$ cat src/hdl/lkv_pkg.sv
package lkv_pkg;

    // Number of entries in the store.
    localparam int ENTRIES = 16;

    // Slot index and recency rank width.
    localparam int IDX_W = (ENTRIES > 1) ? $clog2(ENTRIES) : 1;

    // Occupancy count width, wide enough to hold ENTRIES itself.
    localparam int CNT_W = $clog2(ENTRIES + 1);

    // Key and value width.
    localparam int DATA_W = 32;

    // Capacity register width and reset value.
    localparam int                 CAP_W     = 5;
    localparam logic [CAP_W-1:0]   CAP_RESET = 5'd16;

    // Width used to compare the occupancy count against the capacity.
    localparam int CMP_W = ((CNT_W > CAP_W) ? CNT_W : CAP_W) + 1;

    // Result value of a get that misses.
    localparam logic signed [DATA_W-1:0] MISS_VALUE = -32'sd1;

    typedef logic [IDX_W-1:0] t_idx;
    typedef logic [CNT_W-1:0] t_cnt;
    typedef logic signed [DATA_W-1:0] t_data;

    typedef enum logic {
        OP_GET = 1'b0,
        OP_PUT = 1'b1
    } t_op;

    // Decision for one operation, handed from the lookup to the entry array.
    typedef struct packed {
        logic hit;        // key present: touch the matching slot
        t_idx hit_idx;
        logic insert;     // put of a new key
        logic evict;      // insert replaces the least recent entry
        t_idx ins_idx;    // slot that receives the new key
    } t_decision;

    // Capacity clamped to the range 1 to ENTRIES.
    function automatic logic [CMP_W-1:0] eff_capacity(input logic [CAP_W-1:0] cap);
        logic [CMP_W-1:0] c;
        c = CMP_W'(cap);
        if (c == '0) begin
            c = CMP_W'(1);
        end
        if (c > CMP_W'(ENTRIES)) begin
            c = CMP_W'(ENTRIES);
        end
        return c;
    endfunction

endpackage

$ cat src/hdl/lkv_lookup.sv
module lkv_lookup (
    input  lkv_pkg::t_op                   i_op,
    input  lkv_pkg::t_data                 i_key,
    input  logic [lkv_pkg::ENTRIES-1:0]    i_valid,
    input  lkv_pkg::t_data                 i_keys [lkv_pkg::ENTRIES],
    input  lkv_pkg::t_idx                  i_rank [lkv_pkg::ENTRIES],
    input  lkv_pkg::t_cnt                  i_count,
    input  logic [lkv_pkg::CAP_W-1:0]      i_capacity,
    output lkv_pkg::t_decision             o_dec
);

    logic [lkv_pkg::ENTRIES-1:0] match;
    logic [lkv_pkg::ENTRIES-1:0] oldest;
    lkv_pkg::t_idx               hit_idx;
    lkv_pkg::t_idx               free_idx;
    lkv_pkg::t_idx               victim_idx;
    lkv_pkg::t_cnt               cnt_m1;
    logic                        hit;
    logic                        full;
    logic                        insert;

    // Valid ranks always form a permutation of 0 to count-1, so the
    // least recent entry is the valid one whose rank is count-1.
    assign cnt_m1 = i_count - lkv_pkg::CNT_W'(1);

    // Parallel key compare and oldest-entry detect.
    always_comb begin
        for (int i = 0; i < lkv_pkg::ENTRIES; i++) begin
            match[i]  = i_valid[i] && (i_keys[i] == i_key);
            oldest[i] = i_valid[i] && (i_rank[i] == cnt_m1[lkv_pkg::IDX_W-1:0]);
        end
    end

    // Encode the matching slot, the lowest free slot and the victim slot.
    always_comb begin
        hit_idx    = '0;
        free_idx   = '0;
        victim_idx = '0;
        for (int i = lkv_pkg::ENTRIES - 1; i >= 0; i--) begin
            if (match[i]) begin
                hit_idx = lkv_pkg::IDX_W'(i);
            end
            if (!i_valid[i]) begin
                free_idx = lkv_pkg::IDX_W'(i);
            end
            if (oldest[i]) begin
                victim_idx = lkv_pkg::IDX_W'(i);
            end
        end
    end

    assign hit    = |match;
    assign full   = lkv_pkg::CMP_W'(i_count) >= lkv_pkg::eff_capacity(i_capacity);
    assign insert = (i_op == lkv_pkg::OP_PUT) && !hit;

    always_comb begin
        o_dec.hit     = hit;
        o_dec.hit_idx = hit_idx;
        o_dec.insert  = insert;
        o_dec.evict   = insert && full;
        o_dec.ins_idx = (insert && full) ? victim_idx : free_idx;
    end

endmodule

$ cat src/hdl/lkv_entry_array.sv
module lkv_entry_array (
    input  logic                           i_clk,
    input  logic                           i_rst_n,
    input  logic                           i_en,
    input  lkv_pkg::t_op                   i_op,
    input  lkv_pkg::t_data                 i_key,
    input  lkv_pkg::t_data                 i_value,
    input  lkv_pkg::t_decision             i_dec,
    output logic [lkv_pkg::ENTRIES-1:0]    o_valid,
    output lkv_pkg::t_data                 o_keys [lkv_pkg::ENTRIES],
    output lkv_pkg::t_idx                  o_rank [lkv_pkg::ENTRIES],
    output lkv_pkg::t_cnt                  o_count,
    output lkv_pkg::t_data                 o_hit_value
);

    logic [lkv_pkg::ENTRIES-1:0] r_valid;
    lkv_pkg::t_data              r_keys   [lkv_pkg::ENTRIES];
    lkv_pkg::t_data              r_values [lkv_pkg::ENTRIES];
    lkv_pkg::t_idx               r_rank   [lkv_pkg::ENTRIES];
    lkv_pkg::t_cnt               r_count;
    lkv_pkg::t_idx               hit_rank;

    assign hit_rank = r_rank[i_dec.hit_idx];

    // Valid bits, recency ranks and occupancy count.
    always_ff @(posedge i_clk) begin
        if (!i_rst_n) begin
            r_valid <= '0;
            r_rank  <= '{default: '0};
            r_count <= '0;
        end else if (i_en) begin
            if (i_dec.hit) begin
                // Touch: entries more recent than the hit slot age by one.
                for (int i = 0; i < lkv_pkg::ENTRIES; i++) begin
                    if (lkv_pkg::IDX_W'(i) == i_dec.hit_idx) begin
                        r_rank[i] <= '0;
                    end else if (r_valid[i] && (r_rank[i] < hit_rank)) begin
                        r_rank[i] <= r_rank[i] + lkv_pkg::IDX_W'(1);
                    end
                end
            end else if (i_dec.insert) begin
                // Insert: every other valid entry ages by one.
                for (int i = 0; i < lkv_pkg::ENTRIES; i++) begin
                    if (lkv_pkg::IDX_W'(i) == i_dec.ins_idx) begin
                        r_rank[i] <= '0;
                    end else if (r_valid[i]) begin
                        r_rank[i] <= r_rank[i] + lkv_pkg::IDX_W'(1);
                    end
                end
                r_valid[i_dec.ins_idx] <= 1'b1;
                if (!i_dec.evict) begin
                    r_count <= r_count + lkv_pkg::CNT_W'(1);
                end
            end
        end
    end

    // Key and value storage; entries are only read once valid.
    always_ff @(posedge i_clk) begin
        if (i_en) begin
            if (i_dec.hit && (i_op == lkv_pkg::OP_PUT)) begin
                r_values[i_dec.hit_idx] <= i_value;
            end else if (i_dec.insert) begin
                r_keys[i_dec.ins_idx]   <= i_key;
                r_values[i_dec.ins_idx] <= i_value;
            end
        end
    end

    assign o_valid     = r_valid;
    assign o_keys      = r_keys;
    assign o_rank      = r_rank;
    assign o_count     = r_count;
    assign o_hit_value = r_values[i_dec.hit_idx];

endmodule

$ cat src/hdl/lru_key_value_cache_core.sv
// Fully associative key/value cache with least-recently-used replacement.
//
// Command channel: an operation is taken at a rising edge with start high
// and busy low. i_opcode selects get or put, i_lookup_key is the key and
// i_write_value the data stored by a put. busy is high only while reset is
// applied and in the cycle after it, so one operation can be taken per cycle.
//
// Result channel: o_result_strobe marks one cycle carrying o_hit,
// o_read_value and o_evicted. An operation passes through the command
// register, then one pass of key compare and recency update into the
// result register. Results keep command order; the receiver cannot stall
// them.
//
// Configuration channel: i_cfg_valid/o_cfg_ready transfer the capacity in
// use (i_cfg_data); write it only while no operation is in flight.
//
// Reset clears every valid bit, the recency ranks and the occupancy count,
// and sets the capacity to 16. No clearing pass is needed.
module lru_key_value_cache_core (
    input  logic                           i_clk,
    input  logic                           i_rst_n,
    input  logic                           start,
    output logic                           busy,
    input  logic                           i_opcode,
    input  logic signed [31:0]             i_lookup_key,
    input  logic signed [31:0]             i_write_value,
    output logic                           o_result_strobe,
    output logic                           o_hit,
    output logic signed [31:0]             o_read_value,
    output logic                           o_evicted,
    input  logic                           i_cfg_valid,
    output logic                           o_cfg_ready,
    input  logic [lkv_pkg::CAP_W-1:0]      i_cfg_data
);

    logic                        r_busy;
    logic [lkv_pkg::CAP_W-1:0]   r_capacity;
    logic                        r_in_vld;
    lkv_pkg::t_op                r_op;
    lkv_pkg::t_data              r_key;
    lkv_pkg::t_data              r_val;
    logic                        r_strobe;
    logic                        r_hit;
    lkv_pkg::t_data              r_read_value;
    logic                        r_evicted;
    lkv_pkg::t_data              n_read_value;

    logic [lkv_pkg::ENTRIES-1:0] valid;
    lkv_pkg::t_data              keys [lkv_pkg::ENTRIES];
    lkv_pkg::t_idx               rank [lkv_pkg::ENTRIES];
    lkv_pkg::t_cnt               count;
    lkv_pkg::t_data              hit_value;
    lkv_pkg::t_decision          dec;
    logic                        accept;

    assign accept = start && !r_busy;

    // Busy only around reset.
    always_ff @(posedge i_clk) begin
        if (!i_rst_n) begin
            r_busy <= 1'b1;
        end else begin
            r_busy <= 1'b0;
        end
    end

    // Capacity register, written by a configuration transfer.
    always_ff @(posedge i_clk) begin
        if (!i_rst_n) begin
            r_capacity <= lkv_pkg::CAP_RESET;
        end else if (i_cfg_valid && !r_busy) begin
            r_capacity <= i_cfg_data;
        end
    end

    // Command register.
    always_ff @(posedge i_clk) begin
        if (!i_rst_n) begin
            r_in_vld <= 1'b0;
        end else begin
            r_in_vld <= accept;
        end
    end

    always_ff @(posedge i_clk) begin
        if (accept) begin
            r_op  <= lkv_pkg::t_op'(i_opcode);
            r_key <= i_lookup_key;
            r_val <= i_write_value;
        end
    end

    lkv_lookup u_lookup (
        .i_op       (r_op),
        .i_key      (r_key),
        .i_valid    (valid),
        .i_keys     (keys),
        .i_rank     (rank),
        .i_count    (count),
        .i_capacity (r_capacity),
        .o_dec      (dec)
    );

    lkv_entry_array u_entries (
        .i_clk       (i_clk),
        .i_rst_n     (i_rst_n),
        .i_en        (r_in_vld),
        .i_op        (r_op),
        .i_key       (r_key),
        .i_value     (r_val),
        .i_dec       (dec),
        .o_valid     (valid),
        .o_keys      (keys),
        .o_rank      (rank),
        .o_count     (count),
        .o_hit_value (hit_value)
    );

    // Read data: stored value on a get hit, the miss value on a get miss,
    // zero on a put.
    always_comb begin
        if (r_op == lkv_pkg::OP_PUT) begin
            n_read_value = '0;
        end else if (dec.hit) begin
            n_read_value = hit_value;
        end else begin
            n_read_value = lkv_pkg::MISS_VALUE;
        end
    end

    // Result register.
    always_ff @(posedge i_clk) begin
        if (!i_rst_n) begin
            r_strobe <= 1'b0;
        end else begin
            r_strobe <= r_in_vld;
        end
    end

    always_ff @(posedge i_clk) begin
        if (r_in_vld) begin
            r_hit        <= dec.hit;
            r_read_value <= n_read_value;
            r_evicted    <= dec.evict;
        end
    end

    assign busy            = r_busy;
    assign o_cfg_ready     = !r_busy;
    assign o_result_strobe = r_strobe;
    assign o_hit           = r_hit;
    assign o_read_value    = r_read_value;
    assign o_evicted       = r_evicted;

endmodule

$ cat config.mk
export PLATFORM = sky130hd
export DESIGN_NAME = lru_key_value_cache_core
export DESIGN_NICKNAME = d
export VERILOG_FILES = /design/src/hdl/lkv_pkg.sv /design/src/hdl/lkv_lookup.sv /design/src/hdl/lkv_entry_array.sv /design/src/hdl/lru_key_value_cache_core.sv
export SDC_FILE = /design/constraint.sdc
export NUM_CORES = 2
export LEC_CHECK = 0
export BUFFER_PORTS_ARGS = -buffer_cell sky130_fd_sc_hd__buf_2
export CORE_ASPECT_RATIO = 0.75
export CORE_MARGIN = 3
export CORE_UTILIZATION = 45
export DETAILED_ROUTE_END_ITERATION = 7
export MAX_ROUTING_LAYER = met4
export PLACE_DENSITY_LB_ADDON = 0.1
export SYNTH_ARGS = -nofsm -noshare
export SYNTH_HDL_FRONTEND = slang
export SYNTH_SLANG_ARGS = --single-unit
$ cat constraint.sdc
create_clock -name i_clk -period 9.21 [get_ports i_clk]
set_input_delay 0.921 -clock i_clk [delete_from_list [all_inputs] [get_ports i_clk]]
set_output_delay 0.921 -clock i_clk [all_outputs]
set_load 0.1 [all_outputs]
# After elaboration in Yosys (flattened, before gate mapping)
# Memory sizes are Yosys's and may differ from the RTL's.
# Cells that the tools add are included.
# totals
latch_bits	0
rom_bits	0
mem_bits_rw	512
memories	1
ff_bits	704
word_cells	405
# memory_table
name	depth	word_bits	read_ports	rd_clocked_by_memory_dff	wr	line	text
u_entries.r_values	16	32	1	0	1	lkv_entry_array.sv:18	lkv_pkg::t_data r_values [lkv_pkg::ENTRIES];
# op_classes
n_reduce_logical	98
n_eq_ne	78
bitwise	6
n_lt_le_gt_ge	23
n_shift	0
mux	137
div_mod_pow	0
multipliers	0
n_addsub	18
# ops
op	count
512-bit bitwise mux	1
32-bit == test	16
4-bit 2-to-1 mux	116
32-bit demux with 4-bit select	1
64-bit 2-to-1 mux	2
32-bit 2-to-1 mux	3
4-bit AND reduction	17
4-bit by 1-bit adder with 4-bit output (second input constant)	16
4-bit == test	16
4-bit == test (first input constant)	16
4-bit < comparator	16
1-bit logical AND	55
3-bit by 1-bit != test with 1-bit output (second input constant)	16
3-bit nonzero test	16
3-bit by 4-bit == test with 1-bit output (first input constant)	8
32-bit OR reduction	1
4-bit binary-select mux with 4-bit select	1
2-bit by 4-bit == test with 1-bit output (first input constant)	4
16-bit bitwise OR	1
16-bit OR reduction	1
5-bit greater-or-equal comparator (second input constant)	2
1-bit 2-to-1 mux	10
4-bit inverter with 5-bit output	2
1-bit by 4-bit == test with 1-bit output (first input constant)	2
16 further kinds	21

# Depth between registers and ports, before layout
# logic_depth
ltp_word	27
mapped_depth	25

# Cells and area by module
# A second synthesis with hierarchy kept.
# unflattened
cells_unflattened	3352
hier_area_um2	53451.3
# by_module_without_submodules
mod	area_each_um2	cells_per_inst	instances
lkv_entry_array	41880.2	2150	1
lkv_lookup	7990.2	1002	1
lru_key_value_cache_core	3580.9	200	1

# Worst setup path before layout
# OpenSTA, ideal clock, no wires.
# synth_timing
path_type	flip-flop to flip-flop
from	reg u_entries.o_count[0] (netlist name)
to	reg u_entries.r_keys, in the netlist u_entries.o_keys[256], enable pin
setup_ns	0.463
path_stages_with_launch	16
arrival_ns	5.922
t_required_ns	8.747
path_slack_ns	2.825
period_less_slack_ns	6.385
cell_sequence	dfxtp_1 > buf_2 > buf_1 > inv_1 > ha_1 > clkbuf_1 > buf_2 > xor2_1 > nand3_1 > nor3b_1 > a41oi_1 > o31ai_1 > a21oi_1 > o31ai_1 > nand2_1 > nor3_1
# synth_rtl
element	line	text
end signal: indexed assignment	lkv_entry_array.sv:64	r_keys[i_dec.ins_idx] <= i_key;
end: declaration	lkv_entry_array.sv:17	lkv_pkg::t_data r_keys [lkv_pkg::ENTRIES];

# Final worst setup path
# layout_timing
from	reg r_key[14]
to	reg u_entries.r_rank, in the netlist u_entries.o_rank[15]
# layout_between
elab_chain_cells	26
word_cells_on_any_way	69
# layout_rtl
element	line	text
start: declaration	lru_key_value_cache_core.sv:40	lkv_pkg::t_data r_key;
start signal: assignment	lru_key_value_cache_core.sv:88	r_key <= i_lookup_key;
32-bit == test	lkv_lookup.sv:29	match[i] = i_valid[i] && (i_keys[i] == i_key);
1-bit logical AND	lkv_lookup.sv:29	
4-bit 2-to-1 mux (16 in a row)	lkv_lookup.sv:40	if (match[i]) begin
4-bit inverter with 5-bit output (implied by the code)	lkv_entry_array.sv:23	assign hit_rank = r_rank[i_dec.hit_idx];
4-bit binary-select mux with 4-bit select	lkv_entry_array.sv:23	
4-bit 2-to-1 mux (implied by the code) (2 in a row)	lkv_entry_array.sv:23	
4-bit < comparator	lkv_entry_array.sv:37	end else if (r_valid[i] && (r_rank[i] < hit_rank)) begin
1-bit logical AND	lkv_entry_array.sv:37	
3-bit by 1-bit != test with 1-bit output (no line)	--	
4-bit AND reduction (no line)	--	
end signal: indexed assignment	lkv_entry_array.sv:38	r_rank[i] <= r_rank[i] + lkv_pkg::IDX_W'(1);
end signal: indexed assignment	lkv_entry_array.sv:47	r_rank[i] <= r_rank[i] + lkv_pkg::IDX_W'(1);
end: declaration	lkv_entry_array.sv:19	lkv_pkg::t_idx r_rank [lkv_pkg::ENTRIES];
# Parallel ways exist; a longest one is shown, timed or not. The select of a mux whose other input is x is not followed.
# A chain may end at the register's enable or synchronous reset.

==> results.md <==
Finish:
- The multi-input gate area in the final layout is 19100 um^2.
- The net count of the finished layout is between 4000 and 5000.
- The footprint of the flip-flops and latches is between 30000 and 40000 um^2.
- The number of antenna diodes in the final layout is 0.
- The fill cell total of the finished layout is ~10000.
- Relative to the synthesized area, the layout overhead comes to 11.8%.
- The top cell types in the final layout, fill and taps aside, are edfxtp_1 (1123), xor2_1 (410), mux2i_1 (207).
- Leaving out fill and tap cells, the most frequent cell in the layout is edfxtp_1.
- In the final layout, the share of cells above drive strength 1 is 14.0%.

Timing:
- The tightest hold margin is between 300 and 400 ps.
- The transition at the pin with the smallest max-transition slack is ~1400 ps.
- Setup repair after global routing left no endpoint under its margin.
- The number of max-slew violations in the final report is 0.
- The count of final setup violators is 0.
- The summed negative setup slack over all endpoints is 0 ps.
- The final period utilization is about four fifths.
- The number of hold violations in the final report was 0.
- The maximum operating frequency is 134 MHz.
- The clock period could shrink to roughly 7400 ps.
- On the final layout, the worst clock skew is between 30 and 40 ps.
- Headroom to the max-slew limit came out at approximately 3.8%.

Synthesis:
- Yosys mapped a number of flops with a built-in enable equal to roughly 1100.
- By area, the combinational part of the netlist is dominated by simple AND/OR/NAND/NOR gates.
- The number of nets handed over by synthesis was a little over 4000.
- The synthesized-area fraction occupied by and/or/nand/nor cells is 10.1%.
- Sequential elements use between 60% and 70% of the synthesized area.
- During synthesis, Yosys emitted a total of 0 warnings.
- Synthesis instantiated between 90 and 100 different standard cells from the library.
- In the synthesized netlist, the number of instances is roughly 4000.
- Summing the areas of all fa, ha and maj instances in the mapped netlist gives approximately 1.6% of the synthesized area.
- For this run, the leading register cell type out of synthesis is edfxtp_1.
- edfxtp_1 takes more of the synthesized area than any other cell.
- After Yosys synthesis, XOR and XNOR cells account for under 10% of the synthesized area.
- The cell area after synthesis is between 50000 and 60000 um^2.
- The fraction of post-synthesis cell area in the top cell type by area is between 60% and 70%.
- Synthesis inferred ~1200 register bits.
- Ranked by total cell area, the synthesized netlist is headed by edfxtp_1 (61%), xor2_1 (6.5%), mux2i_1 (3.7%).
- The portion of synthesized area spent on multiplexers is a little over 6%.
- In the synthesized netlist the async set-or-reset flop fraction comes to 0%.
- The synthesized netlist devotes under 10% of its cell area to compound gates.
- The average footprint of a synthesized cell is 13.9 um^2.

Pwr:
- In this run, the clock network consumes around 42% of the power.
- The maximum resistive drop on vdd is between 0.15 and 0.2 mV.
- The power dissipated by switching net loads is ~2.4 mW.
- In this run the power density over the cells is between 150 and 200 nW/um^2.
- The cell internal power dissipation is 8.79 mW.
- Of the total power, the share spent switching nets is between 20% and 30%.
- The part of the total power dissipated in combinational logic is 3.3%.
- The static leakage is around 20 nW.
- The fraction of power consumed by sequential logic is approximately 54%.

Die:
- The placement row count is approximately 110.
- The area of the core region is ~120000 um^2.
- The number of placed I/O pins is ~110.
- The die is ~400 um wide.
- Once the floorplan was initialized, standard cells occupied 45.4% of the core.
- The die covers approximately 130000 um^2.
- In this run the vertical extent of the chip is just over 300 um.

Detailed routing:
- The post-detailed-route count of antenna-violating nets is 0.
- The total number of vias is around 35000.
- After detailed routing, the number of remaining DRC violations is 0.
- Dividing the detail-routed wire length by the instance count gives ~27 um.
- For this block, the initial DRC count from the detailed router was 4283.
- Summed over all layers, the routed wires come to about 160 mm.
- The average via count per standard cell is 5.90.
- The first-pass iteration count of the detailed router is 5.

Run:
- Across the run, the number of max-cap violations was 0.

Setup path:
- Measured in cells, the most critical reg-to-reg path has a length of 19.
- For the worst setup path, the data required time is between 9000 and 10000 ps.
- The critical register-to-register path endpoint is u_entries.o_rank[15].
- The critical path goes through buf_4 > xor2_1 > nor4_1 > nand4_1 > or4_1 > o211ai_1 > a2111oi_1 > o21ai_4 > nor2_1 > a211oi_1 > a21oi_1 > o221ai_2 > ha_1 > o21a_1 > o21ai_0 > nor2_1 > a211oi_2 > nand2_1 > o41ai_2.
- The minimum setup slack among reg-to-reg paths is 1770 ps.
- The dominant cell type by count on the critical path is nor2_1.
- The standard cell with the maximum stage delay on the critical path is o221ai_2.
- The largest fanout of any net on the critical path is 22.
- The delay of the slowest cell on the worst path is 980 ps.
- The kind of start point of the critical path is a register.
- The critical path is of the reg2reg type.
- The worst register-to-register path begins at r_key[14].
- The type of element capturing the critical path is a register.
- The worst endpoint data arrival time is about 8000 ps.

Global route:
- The number of global-route vias before repair is between 30000 and 40000.
- In the global route stage, overall resource usage came out at between 20 and 30%.
- The global-route congestion overflow total is 0.
- The maximum number of pins on one net before global-route repair is 135.
- The first-pass GRT wire length is 232 mm.
- The initial antenna violation count is 3.

Hold path:
- The cell depth of the worst hold path is 1.
- The min-delay analysis places its worst path in the category in2reg.
- For hold timing, the worst endpoint is r_key[23].
- The startpoint identified for the worst hold timing path is i_lookup_key[23].

Place:
- Input and output buffers added on the ports amount to 110.
- Routability-driven placement finished with a final weighted congestion of ~1.0.
- Once detailed placement completed, the half-perimeter wirelength came to roughly 100 mm.

CTS:
- The number of buffers created by CTS is 120.
- Counting every sink on the clock net gives approximately 1200.
- Clock tree synthesis selected as its root buffer the cell clkbuf_16.
- The number of setup buffers added after CTS is 0.
- The insertion delay of the later-clocked pin in the worst-skew pair is 760 ps.
- The number of buffers on the longest clock path is 3.
- TritonCTS built the clock tree.
- After clock tree synthesis, the clock-pin slew on the worst setup and hold paths is around 60 ps.
- The number of buffers added to fix hold violations after cts is 0.
- The H-tree depth reported by CTS is 3.
- After clock tree synthesis, the repair step resized 0 gates.

Run status:
- The run finished with clean final reports.
final cells by class:
cell class                 count  share of cell area [%]
inverter                      39                   0.235
multi-input combinational   2554                    30.7
clock inverter                69                   0.976
tap                         1638                    3.30
sequential                  1216                    57.2
clock buffer                 150                    5.03
timing repair buffer         224                    2.48
power by group through the flow:
stage | Combinational [mW] | Sequential [mW] | Clock, mW
global route | 0.394 | 6.09 | 5.10
CTS | 0.368 | 6.08 | 4.87
global placement | 0.367 | 6.20 | 0
detailed placement | 0.366 | 6.20 | 0
floorplan | 0.195 | 6.22 | 0
finish | 0.370 | 6.09 | 4.75
per-layer routing:
metal | up-vias | GRT usage, % | wire, um
li1 | 15641 | - | -
met1 | 17516 | 40.4 | 79600
met2 | 1404 | 34.0 | 64900
met3 | 204 | 4.58 | 13000
met4 | 0 | 5.30 | 3030
met5 | - | - | 0
cells by family (layout without fill, tap and decap cells):
kind of cell             Yosys count  after routing
flip-flops                      1216           1216
XOR/XNOR                         577            577
multiplexers                     323            323
AO/OA/AOI/OAI                    532            532
AND/OR/NAND/NOR                 1051           1051
buffers and inverters            233            482
adder cells (fa/ha/maj)           71             71
registers in the layout, indices dropped and copies added, names as in the netlist, 5 cells and up:
register            cells
o_read_value           32
r_capacity              5
r_key                  32
r_val                  32
u_entries.o_count       5
u_entries.o_keys      512
u_entries.o_rank       64
u_entries.o_valid      16
u_entries.r_values    512
worst max-delay path: cells and delay by family, from the launching register on:
| family | cells | cell delay [ps] |
|---|---|---|
| flops | 1 | 840 |
| compound gates | 10 | 4010 |
| fa+ha+maj | 1 | 400 |
| simple gates | 6 | 1390 |
| buf+inv | 1 | 480 |
| xor+xnor | 1 | 160 |
synth_stat cells (18+ instances only):
library cell / n
a21oi_1: 147
nand2_1: 196
dfxtp_1: 93
nand4_1: 95
nand2b_1: 36
inv_1: 38
xnor2_1: 150
ha_1: 71
clkbuf_1: 78
or3_1: 25
nand4b_1: 24
o221ai_1: 27
buf_4: 29
and3_1: 18
or4_1: 24
mux2_2: 116
nor4_1: 176
buf_6: 23
nor2_1: 221
nand3_1: 79
edfxtp_1: 1123
o21ai_0: 93
o21a_1: 39
mux2i_1: 207
o211ai_1: 33
nor3_1: 57
buf_2: 46
xor2_1: 411
per-stage QoR:
step / total power, mW / area (um^2) / util (%) / instances / setup WS (ps)
detailed placement: 6.57 / 58400 / 47.8 / 5671 / 1990
floorplan: 6.41 / 55600 / - / 4003 / 2820
global placement: 6.57 / 58400 / 47.8 / 5671 / 1990
CTS: 11.3 / 62200 / 50.8 / 5890 / 1940
global route: 11.6 / 62200 / 50.8 / 5890 / 1370
finish: 11.2 / 62200 / 50.8 / 5890 / 1770
worst max path at each step:
stage / depth (start not counted) / endpoint / slack, ps / start
2_1_floorplan: 15 / u_entries.o_keys[256] / 2820 / u_entries.o_count[0]
6_report: 19 / u_entries.o_rank[15] / 1770 / r_key[14]
3_5_place_dp: 17 / u_entries.o_rank[1] / 1990 / r_key[14]
3_3_place_gp: 19 / u_entries.o_rank[15] / 1990 / r_key[14]
4_1_cts: 17 / u_entries.o_rank[1] / 1940 / r_key[14]
5_1_grt: 19 / u_entries.o_rank[15] / 1370 / r_key[14]
No activity file was read; power rests on OpenSTA's default activity.
